$ cat src/hw/rtl/image_mse_similarity_unit_macros.svh
// assertion macros for the image mse similarity unit
// expects i_clk and i_rst_n in the module that includes it
`ifndef IMAGE_MSE_SIMILARITY_UNIT_MACROS_SVH
`define IMAGE_MSE_SIMILARITY_UNIT_MACROS_SVH

// same-cycle implication, disabled in reset
`define IMSE_ASSERT_IMP(label, ante, cons, msg) \
    label: assert property (@(posedge i_clk) disable iff (!i_rst_n) (ante) |-> (cons)) \
        else $error(msg);

// next-cycle implication, disabled in reset
`define IMSE_ASSERT_NXT(label, ante, cons, msg) \
    label: assert property (@(posedge i_clk) disable iff (!i_rst_n) (ante) |=> (cons)) \
        else $error(msg);

`endif

$ cat src/hw/rtl/imse_pkg.sv
// shared constants and types of the image mse similarity unit
// no dependencies
`timescale 1ns / 1ps

package imse_pkg;

    localparam int MAX_PIXELS = 4194304;

    localparam int PIX_W      = 8;
    localparam int SQ_W       = 2 * PIX_W;
    localparam int CNT_W      = $clog2(MAX_PIXELS + 1);
    localparam int SUM_W      = CNT_W + SQ_W;
    localparam int FULL_SCALE = 65025;
    localparam int DEN_W      = CNT_W + 16;
    localparam int FRAC_W     = 16;
    localparam int PCT_SCALE  = 100;
    localparam int PCT_LOG    = $clog2(PCT_SCALE);
    localparam int N100_W     = DEN_W + PCT_LOG;

    localparam int MSE_W      = 32;
    localparam int SIM_W      = 23;
    localparam int SEEN_W     = 23;

    localparam int MSE_STEPS  = MSE_W;
    localparam int SIM_STEPS  = SIM_W;
    localparam int STEP_W     = $clog2(MSE_STEPS);

    typedef struct packed {
        logic acc;
        logic mse_ld;
        logic sim_ld;
        logic div_step;
        logic out_load;
    } t_cmd;

endpackage

$ cat src/hw/rtl/imse_if.sv
// request channels of the image mse similarity unit: pixel pairs in, results out
// depends on imse_pkg
`timescale 1ns / 1ps

interface imse_pix_if;
    import imse_pkg::*;

    logic             valid;
    logic             ready;
    logic [PIX_W-1:0] pixel_a;
    logic [PIX_W-1:0] pixel_b;
    logic             last_pixel;

    modport source (output valid, output pixel_a, output pixel_b, output last_pixel,
                    input ready);
    modport sink   (input valid, input pixel_a, input pixel_b, input last_pixel,
                    output ready);
endinterface

interface imse_res_if;
    import imse_pkg::*;

    logic              valid;
    logic              ready;
    logic [MSE_W-1:0]  mean_sq_error;
    logic [SIM_W-1:0]  similarity_pct;
    logic [SEEN_W-1:0] pixels_seen;
    logic              count_overflow;

    modport source (output valid, output mean_sq_error, output similarity_pct,
                    output pixels_seen, output count_overflow, input ready);
    modport sink   (input valid, input mean_sq_error, input similarity_pct,
                    input pixels_seen, input count_overflow, output ready);
endinterface

$ cat src/hw/rtl/imse_ctrl.sv
// controller: accumulate phase, shared divider sequencing, result hand-off
// depends on imse_pkg and the assertion macro header
`timescale 1ns / 1ps

module imse_ctrl (
    input  logic          i_clk,
    input  logic          i_rst_n,
    input  logic          i_in_valid,
    input  logic          i_in_last,
    input  logic          i_out_ready,
    output logic          o_in_ready,
    output logic          o_out_valid,
    output imse_pkg::t_cmd o_cmd
);
    import imse_pkg::*;

    typedef enum logic [5:0] {
        S_ACC     = 6'b000001,
        S_MSE_LD  = 6'b000010,
        S_MSE_RUN = 6'b000100,
        S_SIM_LD  = 6'b001000,
        S_SIM_RUN = 6'b010000,
        S_DONE    = 6'b100000
    } t_state;

    t_state            r_state, n_state;
    logic [STEP_W-1:0] r_step, n_step;
    logic              r_out_vld, n_out_vld;
    t_cmd              cmd;

    always_comb begin
        n_state = r_state;
        n_step  = r_step;
        cmd     = '0;
        unique case (r_state)
            S_ACC: begin
                cmd.acc = i_in_valid;
                if (i_in_valid && i_in_last) begin
                    n_state = S_MSE_LD;
                end
            end
            S_MSE_LD: begin
                cmd.mse_ld = 1'b1;
                n_step     = STEP_W'(MSE_STEPS - 1);
                n_state    = S_MSE_RUN;
            end
            S_MSE_RUN: begin
                cmd.div_step = 1'b1;
                if (r_step == '0) begin
                    n_state = S_SIM_LD;
                end else begin
                    n_step = r_step - 1'b1;
                end
            end
            S_SIM_LD: begin
                cmd.sim_ld = 1'b1;
                n_step     = STEP_W'(SIM_STEPS - 1);
                n_state    = S_SIM_RUN;
            end
            S_SIM_RUN: begin
                cmd.div_step = 1'b1;
                if (r_step == '0) begin
                    n_state = S_DONE;
                end else begin
                    n_step = r_step - 1'b1;
                end
            end
            S_DONE: begin
                if (!r_out_vld || i_out_ready) begin
                    cmd.out_load = 1'b1;
                    n_state      = S_ACC;
                end
            end
            default: begin
                n_state = S_ACC;
            end
        endcase
    end

    always_comb begin
        if (cmd.out_load) begin
            n_out_vld = 1'b1;
        end else if (i_out_ready) begin
            n_out_vld = 1'b0;
        end else begin
            n_out_vld = r_out_vld;
        end
    end

    always_ff @(posedge i_clk) begin
        if (!i_rst_n) begin
            r_state   <= S_ACC;
            r_step    <= '0;
            r_out_vld <= 1'b0;
        end else begin
            r_state   <= n_state;
            r_step    <= n_step;
            r_out_vld <= n_out_vld;
        end
    end

    assign o_in_ready  = (r_state == S_ACC);
    assign o_out_valid = r_out_vld;
    assign o_cmd       = cmd;

    `include "image_mse_similarity_unit_macros.svh"

    `IMSE_ASSERT_NXT(a_last_starts_div, i_in_valid && o_in_ready && i_in_last,
        r_state == S_MSE_LD, "last request did not start the division")
    `IMSE_ASSERT_NXT(a_load_shows_result, cmd.out_load, r_out_vld,
        "result load did not raise output valid")
    `IMSE_ASSERT_IMP(a_no_accept_in_div, cmd.div_step, !o_in_ready,
        "input open while the divider runs")

endmodule

$ cat src/hw/rtl/imse_dpath.sv
// datapath: squared-difference accumulator, shared restoring divider, result register
// depends on imse_pkg and the assertion macro header
`timescale 1ns / 1ps

module imse_dpath (
    input  logic                        i_clk,
    input  logic                        i_rst_n,
    input  imse_pkg::t_cmd              i_cmd,
    input  logic [imse_pkg::PIX_W-1:0]  i_pixel_a,
    input  logic [imse_pkg::PIX_W-1:0]  i_pixel_b,
    output logic [imse_pkg::MSE_W-1:0]  o_mean_sq_error,
    output logic [imse_pkg::SIM_W-1:0]  o_similarity_pct,
    output logic [imse_pkg::SEEN_W-1:0] o_pixels_seen,
    output logic                        o_count_overflow
);
    import imse_pkg::*;

    logic [SUM_W-1:0]  r_sum;
    logic [CNT_W-1:0]  r_cnt;
    logic              r_ovf;

    logic [PIX_W-1:0]  diff;
    logic [SQ_W-1:0]   sq;
    logic              cnt_full;

    logic [DEN_W-1:0]  r_den;
    logic [DEN_W-1:0]  r_num;
    logic [N100_W-1:0] r_n100;

    logic [DEN_W-1:0]  r_rem;
    logic [DEN_W-1:0]  r_dvs;
    logic [MSE_W-1:0]  r_low;
    logic [MSE_W-1:0]  r_quo;
    logic [MSE_W-1:0]  r_mse;

    logic [DEN_W:0]    trial;
    logic [DEN_W:0]    trial_sub;
    logic              fits;
    logic [DEN_W-1:0]  n_rem;

    logic [MSE_W-1:0]  r_o_mse;
    logic [SIM_W-1:0]  r_o_sim;
    logic [SEEN_W-1:0] r_o_seen;
    logic              r_o_ovf;

    assign diff     = (i_pixel_a >= i_pixel_b) ? (i_pixel_a - i_pixel_b)
                                               : (i_pixel_b - i_pixel_a);
    assign sq       = SQ_W'(diff) * SQ_W'(diff);
    assign cnt_full = (r_cnt >= CNT_W'(MAX_PIXELS));

    // accumulator state
    always_ff @(posedge i_clk) begin
        if (!i_rst_n) begin
            r_sum <= '0;
            r_cnt <= '0;
            r_ovf <= 1'b0;
        end else if (i_cmd.out_load) begin
            r_sum <= '0;
            r_cnt <= '0;
            r_ovf <= 1'b0;
        end else if (i_cmd.acc) begin
            if (cnt_full) begin
                r_ovf <= 1'b1;
            end else begin
                r_sum <= r_sum + SUM_W'(sq);
                r_cnt <= r_cnt + 1'b1;
            end
        end
    end

    // similarity operands, settled long before the second division starts
    always_ff @(posedge i_clk) begin
        r_den  <= DEN_W'(r_cnt) * DEN_W'(FULL_SCALE);
        r_num  <= (r_den >= DEN_W'(r_sum)) ? (r_den - DEN_W'(r_sum)) : '0;
        r_n100 <= N100_W'(r_num) * N100_W'(PCT_SCALE);
    end

    // one quotient bit per cycle
    assign trial     = {r_rem, r_low[MSE_W-1]};
    assign trial_sub = trial - {1'b0, r_dvs};
    assign fits      = (trial >= {1'b0, r_dvs});
    assign n_rem     = fits ? trial_sub[DEN_W-1:0] : trial[DEN_W-1:0];

    always_ff @(posedge i_clk) begin
        if (i_cmd.mse_ld) begin
            r_rem <= DEN_W'(r_sum[SUM_W-1:FRAC_W]);
            r_low <= {r_sum[FRAC_W-1:0], {(MSE_W-FRAC_W){1'b0}}};
            r_dvs <= DEN_W'(r_cnt);
            r_quo <= '0;
        end else if (i_cmd.sim_ld) begin
            r_rem <= r_n100[N100_W-1:PCT_LOG];
            r_low <= {r_n100[PCT_LOG-1:0], {(MSE_W-PCT_LOG){1'b0}}};
            r_dvs <= r_den;
            r_quo <= '0;
            r_mse <= r_quo;
        end else if (i_cmd.div_step) begin
            r_rem <= n_rem;
            r_low <= {r_low[MSE_W-2:0], 1'b0};
            r_quo <= {r_quo[MSE_W-2:0], fits};
        end
    end

    // result register
    always_ff @(posedge i_clk) begin
        if (i_cmd.out_load) begin
            r_o_mse  <= r_mse;
            r_o_sim  <= r_quo[SIM_W-1:0];
            r_o_seen <= SEEN_W'(r_cnt);
            r_o_ovf  <= r_ovf;
        end
    end

    assign o_mean_sq_error  = r_o_mse;
    assign o_similarity_pct = r_o_sim;
    assign o_pixels_seen    = r_o_seen;
    assign o_count_overflow = r_o_ovf;

    `include "image_mse_similarity_unit_macros.svh"

    `IMSE_ASSERT_IMP(a_rem_below_dvs, i_cmd.div_step, r_rem < r_dvs,
        "divider partial remainder not below divisor")
    `IMSE_ASSERT_IMP(a_cnt_bounded, 1'b1, r_cnt <= CNT_W'(MAX_PIXELS),
        "pair count beyond its limit")
    `IMSE_ASSERT_NXT(a_full_sets_ovf, i_cmd.acc && cnt_full, r_ovf,
        "request on a full count did not flag overflow")

endmodule

$ cat src/hw/rtl/image_mse_similarity_unit.sv
// top level of the image mse similarity unit
// depends on imse_pkg, imse_if, imse_ctrl and imse_dpath
`timescale 1ns / 1ps

// Pixel pairs are taken one per cycle while an image is being accumulated.
// After the pair marked last, one shared radix-2 restoring divider first
// produces the Q16 mean squared error (32 steps) and then the Q16 similarity
// percentage (23 steps); the result is offered once both are done, and no pair
// is taken in between. The result sits in an output register, so the next
// image is accepted while it waits to be collected. The pair count saturates
// at MAX_PIXELS, further pairs only set the overflow flag, and all accumulator
// state clears when the result is registered.

module image_mse_similarity_unit (
    input  logic         i_clk,
    input  logic         i_rst_n,
    imse_pix_if.sink     i_pix,
    imse_res_if.source   o_res
);
    import imse_pkg::*;

    t_cmd cmd;

    imse_ctrl u_ctrl (
        .i_clk       (i_clk),
        .i_rst_n     (i_rst_n),
        .i_in_valid  (i_pix.valid),
        .i_in_last   (i_pix.last_pixel),
        .i_out_ready (o_res.ready),
        .o_in_ready  (i_pix.ready),
        .o_out_valid (o_res.valid),
        .o_cmd       (cmd)
    );

    imse_dpath u_dpath (
        .i_clk            (i_clk),
        .i_rst_n          (i_rst_n),
        .i_cmd            (cmd),
        .i_pixel_a        (i_pix.pixel_a),
        .i_pixel_b        (i_pix.pixel_b),
        .o_mean_sq_error  (o_res.mean_sq_error),
        .o_similarity_pct (o_res.similarity_pct),
        .o_pixels_seen    (o_res.pixels_seen),
        .o_count_overflow (o_res.count_overflow)
    );

endmodule

$ cat src/flat_wrapper.sv
// flat-port wrapper written by rule: the top's interface ports become plain ports
module image_mse_similarity_unit_flat import imse_pkg::*;
  (i_clk, i_rst_n, i_pix_valid, i_pix_pixel_a, i_pix_pixel_b, i_pix_last_pixel, i_pix_ready, o_res_valid, o_res_mean_sq_error, o_res_similarity_pct, o_res_pixels_seen, o_res_count_overflow, o_res_ready);
  imse_pix_if i_pix_i ();
  imse_res_if o_res_i ();
  input  logic i_clk;
  input  logic i_rst_n;
  input wire logic [$bits(i_pix_i.valid)-1:0] i_pix_valid;
  input wire logic [$bits(i_pix_i.pixel_a)-1:0] i_pix_pixel_a;
  input wire logic [$bits(i_pix_i.pixel_b)-1:0] i_pix_pixel_b;
  input wire logic [$bits(i_pix_i.last_pixel)-1:0] i_pix_last_pixel;
  output wire logic [$bits(i_pix_i.ready)-1:0] i_pix_ready;
  output wire logic [$bits(o_res_i.valid)-1:0] o_res_valid;
  output wire logic [$bits(o_res_i.mean_sq_error)-1:0] o_res_mean_sq_error;
  output wire logic [$bits(o_res_i.similarity_pct)-1:0] o_res_similarity_pct;
  output wire logic [$bits(o_res_i.pixels_seen)-1:0] o_res_pixels_seen;
  output wire logic [$bits(o_res_i.count_overflow)-1:0] o_res_count_overflow;
  input wire logic [$bits(o_res_i.ready)-1:0] o_res_ready;
  assign i_pix_i.valid = i_pix_valid;
  assign i_pix_i.pixel_a = i_pix_pixel_a;
  assign i_pix_i.pixel_b = i_pix_pixel_b;
  assign i_pix_i.last_pixel = i_pix_last_pixel;
  assign i_pix_ready = i_pix_i.ready;
  assign o_res_valid = o_res_i.valid;
  assign o_res_mean_sq_error = o_res_i.mean_sq_error;
  assign o_res_similarity_pct = o_res_i.similarity_pct;
  assign o_res_pixels_seen = o_res_i.pixels_seen;
  assign o_res_count_overflow = o_res_i.count_overflow;
  assign o_res_i.ready = o_res_ready;
  image_mse_similarity_unit u_core (.i_clk(i_clk), .i_rst_n(i_rst_n), .i_pix(i_pix_i), .o_res(o_res_i));
endmodule
$ cat config.mk
export PLATFORM = sky130hd
export DESIGN_NAME = image_mse_similarity_unit_flat
export DESIGN_NICKNAME = d
export VERILOG_FILES = /design/src/hw/rtl/imse_pkg.sv /design/src/hw/rtl/imse_if.sv /design/src/hw/rtl/imse_ctrl.sv /design/src/hw/rtl/imse_dpath.sv /design/src/hw/rtl/image_mse_similarity_unit.sv /design/src/flat_wrapper.sv
export VERILOG_INCLUDE_DIRS = /design/src /design/src/hw/rtl
export SDC_FILE = /design/constraint.sdc
export NUM_CORES = 1
export LEC_CHECK = 0
export ABC_AREA = 1
export BUFFER_PORTS_ARGS = -buffer_cell sky130_fd_sc_hd__buf_2
export CAP_MARGIN = 15
export CELL_PAD_IN_SITES_DETAIL_PLACEMENT = 0
export CELL_PAD_IN_SITES_GLOBAL_PLACEMENT = 1
export CORE_MARGIN = 2
export CORE_UTILIZATION = 42
export CTS_CLUSTER_DIAMETER = 40
export DETAILED_ROUTE_END_ITERATION = 8
export PLACE_DENSITY_LB_ADDON = 0.1
export SLEW_MARGIN = 20
export SYNTH_ARGS = -nofsm -noshare
export SYNTH_HDL_FRONTEND = slang
export SYNTH_SLANG_ARGS = --single-unit
$ cat constraint.sdc
create_clock -name i_clk -period 13.05 [get_ports i_clk]
set_clock_uncertainty 0.1 [all_clocks]
set_input_delay 1.305 -clock i_clk [delete_from_list [all_inputs] [get_ports i_clk]]
set_output_delay 1.305 -clock i_clk [all_outputs]
set_load 0.01 [all_outputs]
## Yosys cells after proc, flatten, opt, wreduce, memory -nomap -nowiden

Index checks and enable logic that the tools add are counted.

| word-level totals | value |
|---|---|
| register bits | 434 |
| input bits | 21 |
| output and inout bits | 81 |
| word-level logic and storage cells | 90 |

| cells by class | value |
|---|---|
| add/sub/neg operators | 7 |
| $mul | 3 |
| order comparisons | 4 |
| equality and inequality tests | 11 |
| mux-type cells | 25 |
| bitwise logic cells | 3 |
| reduce and logical (&&, ||, !) cells | 17 |

Operators with widths:

| kind | number |
|---|---|
| $mux 39 | 3 |
| $mux 32 | 3 |
| $sub 39x39->39 | 2 |
| $mux 23 | 3 |
| $mul 39x5->44 const B | 1 |
| $ge 40x39->1 | 1 |
| $add 39x16->39 | 1 |
| $ge 39x39->1 | 1 |
| $mul 23x16->39 const B | 1 |
| $pmux 6 s6 | 1 |
| $mux 6 | 4 |
| $add 23x1->23 const B | 1 |
| $ge 23x23->1 const B | 1 |
| $mul 8x8->16 | 1 |
| $sub 8x8->8 | 2 |
| $pmux 5 s3 | 1 |
| $ge 8x8->1 | 1 |
| $mux 1 | 8 |
| $mux 8 | 1 |
| $ne 2x2->1 const B | 4 |
| $reduce_and 2->1 | 4 |
| $eq 6x1->1 const B | 1 |
| $eq 6x2->1 const B | 1 |
| $eq 6x3->1 const B | 1 |
| 15 further kinds | 22 |

## Logic depth before layout (Yosys ltp)

Gate-level depths: netlist of the first run.

| depth | value |
|---|---|
| word-level depth | 6 |
| mapped depth | 37 |
| mapped depth without buffers | 37 |

## Hierarchy

From an unflattened synthesis of the first run, not the netlist that was laid out.

| second synthesis, totals | value |
|---|---|
| cell total of the unflattened synthesis | 4081 |
| area total of the unflattened synthesis | 32934.1 um2 |

Modules (own cells, without submodules):

| module | times used | cells an instance | area an instance (um2) | seq. area each (um2) |
|---|---|---|---|---|
| imse_dpath | 1 | 3965 | 32180.9 | 10179.8 |
| imse_ctrl | 1 | 116 | 753.2 | 240.2 |

## Worst setup path before layout of the first run

OpenSTA, ideal clock, no wires.

| path | value |
|---|---|
| kind | input port to flip-flop |
| start point | in o_res_ready |
| end point | reg u_core.u_dpath.r_sum[16] |
| setup time | 115 ps |
| data arrival time | 10150 ps |
| data required time | 12835 ps |
| slack | 2685 ps |
| stages | 8 |
| path buffers | 1 |
| path through | nor2_1 -> nor4_1 -> nor2_1 -> inv_2 -> buf_2 -> a21oi_1 -> o21ai_0 -> inv_1 |

RTL lines:

| what | line | text |
|---|---|---|
| start, declared | flat_wrapper.sv:18 | `input wire logic [$bits(o_res_i.ready)-1:0] o_res_ready;` |
| end signal, assigned | imse_dpath.sv:65 | `r_sum <= r_sum + SUM_W'(sq);` |
| end, declared | imse_dpath.sv:18 | `logic [SUM_W-1:0] r_sum;` |

## Worst setup path after layout of the first run

| path | value |
|---|---|
| start point | in i_pix_pixel_a[0] |
| end point | reg u_core.u_dpath.r_sum[27] |

| between the ends | value |
|---|---|
| longest elaborated chain between the ends | 4 |
| elaborated cells on any way between the ends | 6 |
| classes of those cells | add/sub (3); mul (1); order compare (1); mux (1) |

Ends and longest elaborated chain:

| what | line | text |
|---|---|---|
| start, declared | flat_wrapper.sv:9 | `input wire logic [$bits(i_pix_i.pixel_a)-1:0] i_pix_pixel_a;` |
| $sub 8x8->8, or another cell as far along | imse_dpath.sv:47 | `: (i_pixel_b - i_pixel_a);` |
| $mux 8 * | imse_dpath.sv:46 | `assign diff = (i_pixel_a >= i_pixel_b) ? (i_pixel_a - i_pixel_b)` |
| $mul 8x8->16 * | imse_dpath.sv:48 | `assign sq = SQ_W'(diff) * SQ_W'(diff);` |
| $add 39x16->39 * | imse_dpath.sv:65 |  |

Every way passes the cells marked *; elsewhere a longest branch is shown, timed or not.
A chain may end at the register's enable or synchronous reset.

==> flow_metrics.py, run 1 <==
metrics = {
    "clocking": {
        "ctsResizeCount": 0,
        "cts_made_buffers": 74,
        "clk_pin_slew_worst_paths_ns": 0.06,
        "clockRootBuffer": "clkbuf_16",
        "cts_setup_buffers": 0,
        "cts_tree": "yes",
        "cts_max_level": 3,
        "cts.sinks": 434,
        "cts_buffer_depth": 3,
        "clkLatencyLatePin_ns": 0.65,
        "hold_buffers": 0,
    },
    "placed_design": {
        "placed_cells": 5314,
        "io_buffers": 101,
        "dp.final_hpwl_um": 83200,
        "routabilityCongestion": 0.924,
    },
    "synth": {
        "syn-num-nets": 4789,
        "yosysWarnings": 0,
        "yosysMostFrequentCell": "nand2_1",
        "synth_area_leaders": "dfxtp_1, edfxtp_1, ha_1, fa_1, nand2_1",
        "netlist.top_cell.by_area": "dfxtp_1",
        "synth_top_area_share_pct": 15.7,
        "synth_flop_cell": "dfxtp_1",
        "ys_seq_area_share_pct": 31.3,
        "ys_types": 59,
        "synth-seq-cells": 434,
        "synthArstFlopShare_pct": 0,
        "syn_area_sq_um": 33300,
        "synth_enable_flop_cells": 173,
        "syn_inst": 4206,
        "synth_commonest_cells": "nand2_1, inv_1, nor2_1, ha_1, a21oi_1",
        "syn_avg_cell_area_sq_um": 7.93,
    },
    "timing": {
        "worstMarginPinSlew_ns": 1.09,
        "hold_viol": 0,
        "rsz0062_at_grt": "no",
        "relSlewSlack_pct": 27.2,
        "fmax_ghz": 0.147,
        "final-setup-viol-count": 0,
        "post-route-period-util_pct": 52.2,
        "final_max_slew_viol_count": 0,
        "fin_crit_ns": 6.81,
        "setup_tns_ns": 0,
    },
    "setup_path": {
        "setup.worst_path.class": "in -> reg",
        "reg2reg_to": "u_core.u_dpath.r_den[34]",
        "cp.arrival_ns": 7.27,
        "crit_path_end_kind": "flop",
        "crit_slowest_cell": "fa_1",
        "max_stage_delay_ns": 0.52,
        "cp.required_ns": 13.51,
        "r2r_slack_ns": 7.19,
        "rr_startpoint": "u_core.u_dpath.r_cnt[0]",
        "critPathMaxFanout": 9,
        "startpoint_type": "input pin",
        "crit_top_cell": "inv_1",
        "reg2regPathDepth": 16,
    },
    "route": {
        "totalWireLength_um": 102000,
        "vias_per_cell": 5.02,
        "vias": 27400,
        "dr.pass1.iters": 5,
        "post-route-drc-count": 0,
        "drt-wirelength-per-cell_um": 18.7,
        "drtIter0Drc": 1921,
        "ant_nets": 0,
    },
    "floorplan": {
        "core_sq_um": 78700,
        "initial_core_util_pct": 42.3,
        "die_area_sq_um": 81600,
        "fp-row-count": 103,
        "die_y_um": 286,
        "die_x_um": 286,
        "pin_count": 102,
    },
    "grt": {
        "grt_first_pass_wirelength_um": 161000,
        "overflow": 0,
        "grtUsageTotal_pct": 25.4,
        "grt_antenna_before_repair": 2,
        "grt_pass1_vias": 27800,
        "grt_max_degree": 82,
    },
    "pwr": {
        "leakagePower_uw": 0.0193,
        "seqPwrFrac_pct": 21.1,
        "sw_frac_of_total_pct": 49.2,
        "clockPowerShare_pct": 20.1,
        "p_sw_uw": 4860,
        "max-vdd-ir-drop_mv": 0.192,
        "p_int_uw": 5020,
        "comb_power_share_pct": 58.8,
        "powerDensity_nw_per_um2": 263,
    },
    "status": {
        "status": "completed",
    },
    "finish": {
        "instances_no_fill": 5453,
        "drive_gt1_share_pct": 6.88,
        "synthToLayoutAreaGrowth_pct": 12.9,
        "nets": 4923,
        "fillCellCount": 8005,
    },
    "job": {
        "max-cap-violations": 0,
    },
    "hold_path": {
        "holdPathStages": 0,
        "min_path_type": "reg -> reg",
        "hp-start": "u_core.u_dpath.r_num[2]",
        "holdPathEnd": "u_core.u_dpath.r_n100[4]",
    },
}
layer usage:
metal / global-route usage [%] / wire, um
met1: 35.9 / 49200
met2: 41.3 / 46200
met3: 2.81 / 4300
met4: 6.83 / 2460
met5: 0 / 0
worst max-delay path: cells and delay by family:
| family | cells | cell delay [ns] |
|---|---|---|
| adder cells (fa/ha/maj) | 7 | 2.84 |
| AND/OR/NAND/NOR | 8 | 1.02 |
| AO/OA/AOI/OAI | 7 | 1.19 |
| XOR/XNOR | 1 | 0.38 |
| buffers and inverters | 7 | 0.50 |
registers in the layout, summed over array words and instances, names as in the netlist, 39 cells and up:
register	flops
u_core.u_dpath.r_rem	39
u_core.u_dpath.r_dvs	39
u_core.u_dpath.r_sum	39
u_core.u_dpath.r_n100	44
u_core.u_dpath.r_num	39
u_core.u_dpath.r_den	39
logic make-up (layout without fill, tap and decap cells):
logic type | after synthesis | in the layout | synth area share (%)
other cells | 0 | 1 | 0
flops | 434 | 434 | 31.3
xor+xnor | 147 | 147 | 3.88
compound gates | 651 | 651 | 10.9
buf+inv | 852 | 1048 | 9.72
simple gates | 1560 | 1560 | 19.3
fa+ha+maj | 562 | 562 | 25.0
worst max-delay path by stage:
stage                                 from                       end  slack [ns]  cells after the start
after global routing      i_pix_pixel_a[0]  u_core.u_dpath.r_sum[27]        5.79                     30
after detailed placement  i_pix_pixel_a[0]  u_core.u_dpath.r_sum[27]        5.58                     30
after global placement    i_pix_pixel_a[0]  u_core.u_dpath.r_sum[27]        5.66                     30
after CTS                 i_pix_pixel_a[0]  u_core.u_dpath.r_sum[27]        6.23                     30
final                     i_pix_pixel_a[0]  u_core.u_dpath.r_sum[27]        6.24                     30
after floorplan                o_res_ready  u_core.u_dpath.r_sum[16]        2.68                      8
cells in the final DEF, fill, tap and decap left out, types with 7 or more instances in the layout:
master and n:
nand2_2 8, nor2_2 8, nand4_1 36, o21ai_1 9, nand3_1 134, o211ai_1 15
xnor2_1 51, buf_4 17, a21o_1 19, fa_1 172, clkinv_2 14, buf_2 101
clkbuf_1 10, nand3b_1 13, ha_1 390, nor4_1 15, inv_2 8, o21ai_0 236
clkinv_4 7, a22oi_1 17, inv_1 779, nor2_1 393, a31oi_1 26, clkbuf_16 76
nor3_1 37, xor2_1 95, nand2_1 888, edfxtp_1 173, o21bai_1 21, dfxtp_1 261
a21oi_1 269
layout make-up:
type / instances / area [sq um] / share of cell area (%)
multi-input cells: 2920 / 19700 / 52.3
flip-flops and latches: 434 / 10400 / 27.7
inverters: 791 / 2970 / 7.90
clock buffers: 89 / 1980 / 5.26
well taps: 1050 / 1310 / 3.49
repair buffers: 119 / 644 / 1.71
clock inverters: 49 / 601 / 1.60
diodes: 1 / 2.50 / 0.00665
power groups by stage:
stage	Clock (uW)	Combinational, uW	Sequential, uW
after floorplan	0	4230	1990
after global placement	0	5780	2100
after detailed placement	0	5750	2100
after CTS	2020	5810	2080
after global routing	2090	6650	2120
final	1980	5810	2080
metrics by stage:
stage               power, uW  hold slack [ns]  setup WS (ns)  cell area [sq um]  util, %
global route            10900            0.267           5.79              37600     47.8
CTS                      9920            0.253           6.23              37600     47.8
finish                   9880            0.249           6.24              37600     47.8
floorplan                6220            0.259           2.68              33300        -
global placement         7880            0.274           5.66              35000     44.5
detailed placement       7850            0.283           5.58              35000     44.5
(Power assumes the default switching activity.)
==> run 2: changes to the inputs <==
clock period = 6.1 ns   (was 13.05 ns; I/O delays follow)
==> run 2 against run 1 <==
Net effect:
- via count rose by 1.9%
- critical path depth decreased by 2
- sequential share of layout area decreased by 0.93 points
- largest cell class unchanged
==> flow_metrics.py, run 2 (synthesized netlist as in run 1, its figures left out) <==
metrics = {
    "clocking": {
        "cts_tree": "yes",
        "cts_max_level": 3,
        "cts_buffer_depth": 3,
        "clkLatencyLatePin_ns": 0.67,
        "hold_buffers": 0,
        "cts_made_buffers": 82,
        "cts.sinks": 434,
        "clockRootBuffer": "clkbuf_16",
        "clk_pin_slew_worst_paths_ns": 0.06,
    },
    "timing": {
        "relSlewSlack_pct": 35.6,
        "setup_ws_ns": 0.351,
        "hold_viol": 0,
        "post-route-period-util_pct": 94.2,
        "worstMarginPinSlew_ns": 0.966,
        "final_max_slew_viol_count": 0,
        "fin_crit_ns": 5.75,
        "final-setup-viol-count": 0,
        "fmax_ghz": 0.174,
    },
    "setup_path": {
        "cp.required_ns": 6.53,
        "reg2regPathDepth": 17,
        "startpoint_type": "input pin",
        "reg2reg_to": "u_core.u_dpath.r_den[29]",
        "r2r_slack_ns": 0.58,
        "crit_end": "u_core.u_dpath.r_sum[15]",
        "rr_startpoint": "u_core.u_dpath.r_cnt[1]",
        "setup.worst_path.class": "in -> reg",
        "critPathMaxFanout": 6,
        "cp.arrival_ns": 6.18,
        "crit_path_end_kind": "flop",
        "critPathLaunch": "i_pix_pixel_a[0]",
    },
    "route": {
        "drtIter0Drc": 1642,
        "vias": 27900,
        "post-route-drc-count": 0,
        "ant_nets": 0,
        "drt-wirelength-per-cell_um": 18.7,
        "vias_per_cell": 5.00,
        "dr.pass1.iters": 5,
        "totalWireLength_um": 104000,
    },
    "finish": {
        "final_common_cell": "nand2_1",
        "n_antenna_cell": 0,
        "final_util_pct": 49.5,
        "largest_register_ffs": 44,
        "design_area_sq_um": 38900,
        "regMostFlops": "u_core.u_dpath.r_n100",
        "synthToLayoutAreaGrowth_pct": 16.8,
        "mostFrequentLayoutCells": "nand2_1, inv_1, nor2_1",
        "instances_no_fill": 5572,
        "drive_gt1_share_pct": 9.66,
        "nets": 5036,
    },
    "placed_design": {
        "pre_cts_slack_ns": -0.394,
        "dp.final_hpwl_um": 85200,
        "placed_cells": 5418,
        "io_buffers": 101,
        "routabilityCongestion": 0.919,
        "place_area_sq_um": 35800,
    },
    "hold_path": {
        "min_path_type": "in -> reg",
    },
    "pwr": {
        "powerDensity_nw_per_um2": 583,
        "power_uw": 22700,
        "max-vdd-ir-drop_mv": 0.472,
        "leakagePower_uw": 0.0201,
    },
    "floorplan": {
        "die_x_um": 286,
        "die_y_um": 286,
        "pin_count": 102,
        "die_area_sq_um": 81600,
        "initial_core_util_pct": 42.3,
        "core_sq_um": 78700,
        "fp-row-count": 103,
    },
    "grt": {
        "grt_max_degree": 75,
        "overflow": 0,
        "grt_first_pass_wirelength_um": 162000,
        "grt_antenna_before_repair": 0,
        "grt_pass1_vias": 28400,
        "grtUsageTotal_pct": 25.8,
    },
    "job": {
        "max-cap-violations": 0,
    },
    "status": {
        "status": "completed",
    },
}
==> run 2: where the power goes <==
group | switching [uW] | internal [uW] | leakage (uW) | total [uW]
clock | 1780 | 3150 | 0.00147 | 4930
sequential | 529 | 3910 | 0.00373 | 4430
combinational | 8470 | 4890 | 0.0149 | 13400
total | 10800 | 11900 | 0.0201 | 22700
==> run 2: stage by stage <==
stage | TNS [ns] | hold WS (ns)
floorplan | 0 | 0.259
global placement | -5.19 | 0.272
detailed placement | -7.50 | 0.281
CTS | 0 | 0.0722
global route | -0.00345 | 0.125
finish | 0 | 0.122
==> run 2: layer usage <==
metal | up-vias | GRT usage, % | part of all wire, % | wire, um
li1 | 14000 | - | - | -
met1 | 13200 | 35.1 | 47 | 48900
met2 | 582 | 43.2 | 46 | 48200
met3 | 139 | 2.91 | 4.2 | 4410
met4 | 0 | 7.54 | 2.5 | 2600
met5 | - | 0 | 0 | 0
==> run 2: critical path, cell delays in order <==
cell and delay [ns]:
buf_2 0.11, inv_1 0.05, ha_1 0.15, inv_1 0.06
fa_1 0.39, inv_1 0.10, o21ai_2 0.08, nand2_2 0.08
o2111ai_4 0.15, or2_1 0.26, o21ai_2 0.12, xor2_4 0.26
nor2_1 0.09, fa_1 0.59, fa_2 0.48, fa_1 0.54
inv_1 0.05, fa_1 0.52, inv_1 0.04, ha_1 0.32
buf_4 0.15, nand2_1 0.08, inv_1 0.04, a21oi_1 0.33
o21ai_0 0.18, xor2_1 0.16, o21ai_0 0.15, inv_1 0.05
==> run 2: final cells by class <==
cell class / count / area [sq um]
Sequential cell: 434 / 10400
Clock inverter: 57 / 813
Multi-Input combinational cell: 2920 / 19700
Timing Repair Buffer: 224 / 1430
Clock buffer: 96 / 2250
Inverter: 791 / 2970
Tap cell: 1050 / 1310
Fill cell: 7926 / 39800
==> run 2: worst min-delay path by stage <==
| stage | endpoint | slack (ns) | startpoint | cells past startpoint |
|---|---|---|---|---|
| floorplan | u_core.u_dpath.r_n100[3] | 0.26 | u_core.u_dpath.r_num[1] | 0 |
| global placement | u_core.u_dpath.r_n100[4] | 0.27 | u_core.u_dpath.r_num[2] | 0 |
| detailed placement | u_core.u_dpath.r_n100[4] | 0.28 | u_core.u_dpath.r_num[2] | 0 |
| CTS | u_core.u_ctrl.r_state[0] | 0.07 | i_rst_n | 2 |
| global route | u_core.u_ctrl.r_state[0] | 0.13 | i_rst_n | 2 |
| finish | u_core.u_ctrl.r_state[0] | 0.12 | i_rst_n | 2 |
==> run 2: repair_timing <==
action,4_1_cts,5_1_grt
buffers inserted,0,1
gates resized for setup,0,10
endpoints found under the setup margin,0,13
==> run 3: changes to the inputs <==
--- a/config.mk
+++ b/config.mk
@@ -18,2 +18,3 @@
 export PLACE_DENSITY_LB_ADDON = 0.1
+export SETUP_SLACK_MARGIN = 0.2
 export SLEW_MARGIN = 20
--- a/constraint.sdc
+++ b/constraint.sdc
@@ -4,2 +4,2 @@
 set_output_delay 0.61 -clock i_clk [all_outputs]
-set_load 0.01 [all_outputs]
+set_load 0.02 [all_outputs]
==> run 3 against run 2 <==
Net effect:
- worst setup slack gained 0.20 ns
- first-iteration DRC count up 1.3%
- critical path depth grew 3
- fmax up 3.6%
- sequential power about the same
- die area stayed put
- routed wire length about the same
- count of clock-buffer cells in the layout down 1
- cell count is 0.29% lower
- non-clock buffer count down 10
- clock power decreased by 4.9%
- critical endpoint is now u_core.u_dpath.r_sum[27]
==> flow_metrics.py, run 3 (synthesized netlist as in run 1, its figures left out) <==
metrics = {
    "status": {
        "status": "completed",
    },
    "timing": {
        "fin_crit_ns": 5.55,
        "fmax_ghz": 0.180,
        "final_max_slew_viol_count": 0,
        "final-setup-viol-count": 0,
        "relSlewSlack_pct": 33.6,
        "worstMarginPinSlew_ns": 0.995,
        "setup_tns_ns": 0,
        "post-route-period-util_pct": 90.9,
        "hold_viol": 0,
        "rsz0062_at_grt": "yes",
    },
    "clocking": {
        "clk_pin_slew_worst_paths_ns": 0.05,
        "cts_tree": "yes",
        "cts_made_buffers": 79,
        "hold_buffers": 0,
        "clockRootBuffer": "clkbuf_16",
        "cts.sinks": 434,
        "cts_buffer_depth": 3,
        "clkLatencyLatePin_ns": 0.67,
        "cts_max_level": 3,
    },
    "route": {
        "vias_per_cell": 5.03,
        "dr.pass1.iters": 5,
        "totalWireLength_um": 104000,
        "post-route-drc-count": 0,
        "ant_nets": 0,
        "drtIter0Drc": 1663,
        "vias": 27900,
        "drt-wirelength-per-cell_um": 18.7,
    },
    "floorplan": {
        "die_x_um": 286,
        "initial_core_util_pct": 42.3,
        "pin_count": 102,
        "core_sq_um": 78700,
        "fp-row-count": 103,
        "die_y_um": 286,
        "die_area_sq_um": 81600,
    },
    "setup_path": {
        "rr_startpoint": "u_core.u_dpath.r_cnt[1]",
        "crit_slowest_cell": "fa_1",
        "setup.worst_path.class": "in -> reg",
        "crit_end": "u_core.u_dpath.r_sum[27]",
        "critPathMaxFanout": 4,
        "crit_path_end_kind": "flop",
        "reg2regPathDepth": 17,
        "startpoint_type": "input pin",
        "cp.arrival_ns": 6.02,
        "critPathLaunch": "i_pix_pixel_a[0]",
        "cp.required_ns": 6.58,
        "r2r_slack_ns": 0.62,
        "crit_top_cell": "inv_1",
        "reg2reg_to": "u_core.u_dpath.r_den[34]",
        "max_stage_delay_ns": 0.52,
    },
    "grt": {
        "grt_max_degree": 80,
        "grt_antenna_before_repair": 2,
        "met2_usage_pct": 42.9,
        "grt_pass1_vias": 28200,
        "gr-max-usage-layer": "met2",
        "grt_first_pass_wirelength_um": 162000,
        "grtUsageTotal_pct": 25.7,
        "met3_usage_pct": 3.07,
        "grt_util_met1_pct": 35.1,
        "overflow": 0,
    },
    "pwr": {
        "p_int_uw": 11700,
        "power_uw": 22500,
        "p_sw_uw": 10800,
        "clockPowerShare_pct": 20.9,
        "seqPwrFrac_pct": 19.7,
        "sw_frac_of_total_pct": 48.0,
        "max-vdd-ir-drop_mv": 0.469,
        "powerDensity_nw_per_um2": 580,
        "comb_power_share_pct": 59.4,
        "leakagePower_uw": 0.0199,
    },
    "finish": {
        "regMostFlops": "u_core.u_dpath.r_n100",
        "final_common_cell": "nand2_1",
        "instances_no_fill": 5556,
        "largest_register_ffs": 44,
        "n_antenna_cell": 0,
        "fillCellCount": 7897,
        "synthToLayoutAreaGrowth_pct": 16.3,
        "nets": 5023,
        "drive_gt1_share_pct": 9.43,
        "mostFrequentLayoutCells": "nand2_1, inv_1, ha_1",
    },
    "hold_path": {
        "min_path_type": "in -> reg",
    },
    "placed_design": {
        "io_buffers": 101,
        "dp.final_hpwl_um": 85300,
        "placed_cells": 5404,
        "routabilityCongestion": 0.911,
    },
    "job": {
        "max-cap-violations": 0,
    },
}
run 3: changes by cell type in the layout (fill, tap and decap cells not counted), sizes merged:
cell / before / now
buf: 224 / 214
bufinv: 10 / 11
clkbuf: 96 / 95
clkinv: 26 / 29
clkinvlp: 6 / 4
inv: 806 / 799
run 3: power by group through the flow:
stage,Sequential [uW],Combinational (uW),Clock [uW]
finish,4430,13400,4690
global route,4500,15200,4920
CTS,4430,13100,4780
detailed placement,4470,12900,0
global placement,4470,13000,0
floorplan,4280,9060,0
run 3: stage by stage:
step / instance area [sq um] / hold slack (ns) / util, % / setup WS (ns)
2_1_floorplan: 33400 / 0.259 / - / 0.212
3_3_place_gp: 35700 / 0.272 / 45.4 / -0.311
3_5_place_dp: 35700 / 0.272 / 45.4 / -0.368
4_1_cts: 38600 / 0.0748 / 49.0 / 0.295
5_1_grt: 38800 / 0.113 / 49.2 / 0.141
6_report: 38800 / 0.103 / 49.2 / 0.553
run 3: layout make-up:
type | count | area [sq um] | area share (%)
Clock buffer | 95 | 2110 | 5.44
Multi-Input combinational cell | 2920 | 19800 | 51.1
Clock inverter | 52 | 772 | 1.99
Timing Repair Buffer | 214 | 1380 | 3.56
Sequential cell | 434 | 10400 | 26.9
Inverter | 791 | 2970 | 7.67
Tap cell | 1050 | 1310 | 3.39
run 3: critical path, delay by kind of cell:
kind,cells,cell delay [ns]
adder cells (fa/ha/maj),7,2.79
AO/OA/AOI/OAI,7,0.95
AND/OR/NAND/NOR,8,0.90
buffers and inverters,8,0.61
XOR/XNOR,1,0.16
run 3: metal layers:
layer | vias up | part of all wire, %
li1 | 14000 | -
met1 | 13200 | 47
met2 | 573 | 46
met3 | 130 | 4.1
met4 | 0 | 2.6
met5 | - | 0
run 3: how the worst min path moves through the flow:
stage,endpoint,cells past startpoint,slack [ns],from
final,u_core.u_ctrl.r_state[0],2,0.10,i_rst_n
after detailed placement,u_core.u_dpath.r_n100[4],0,0.27,u_core.u_dpath.r_num[2]
after floorplan,u_core.u_dpath.r_n100[3],0,0.26,u_core.u_dpath.r_num[1]
after CTS,u_core.u_ctrl.r_state[0],2,0.07,i_rst_n
after global placement,u_core.u_dpath.r_n100[4],0,0.27,u_core.u_dpath.r_num[2]
after global routing,u_core.u_ctrl.r_state[0],2,0.11,i_rst_n
run 3: timing repair:
action	CTS	global route
setup endpoints to repair	0	28
hold endpoints to repair	0	0
resized for setup	0	22
buffers inserted	0	3
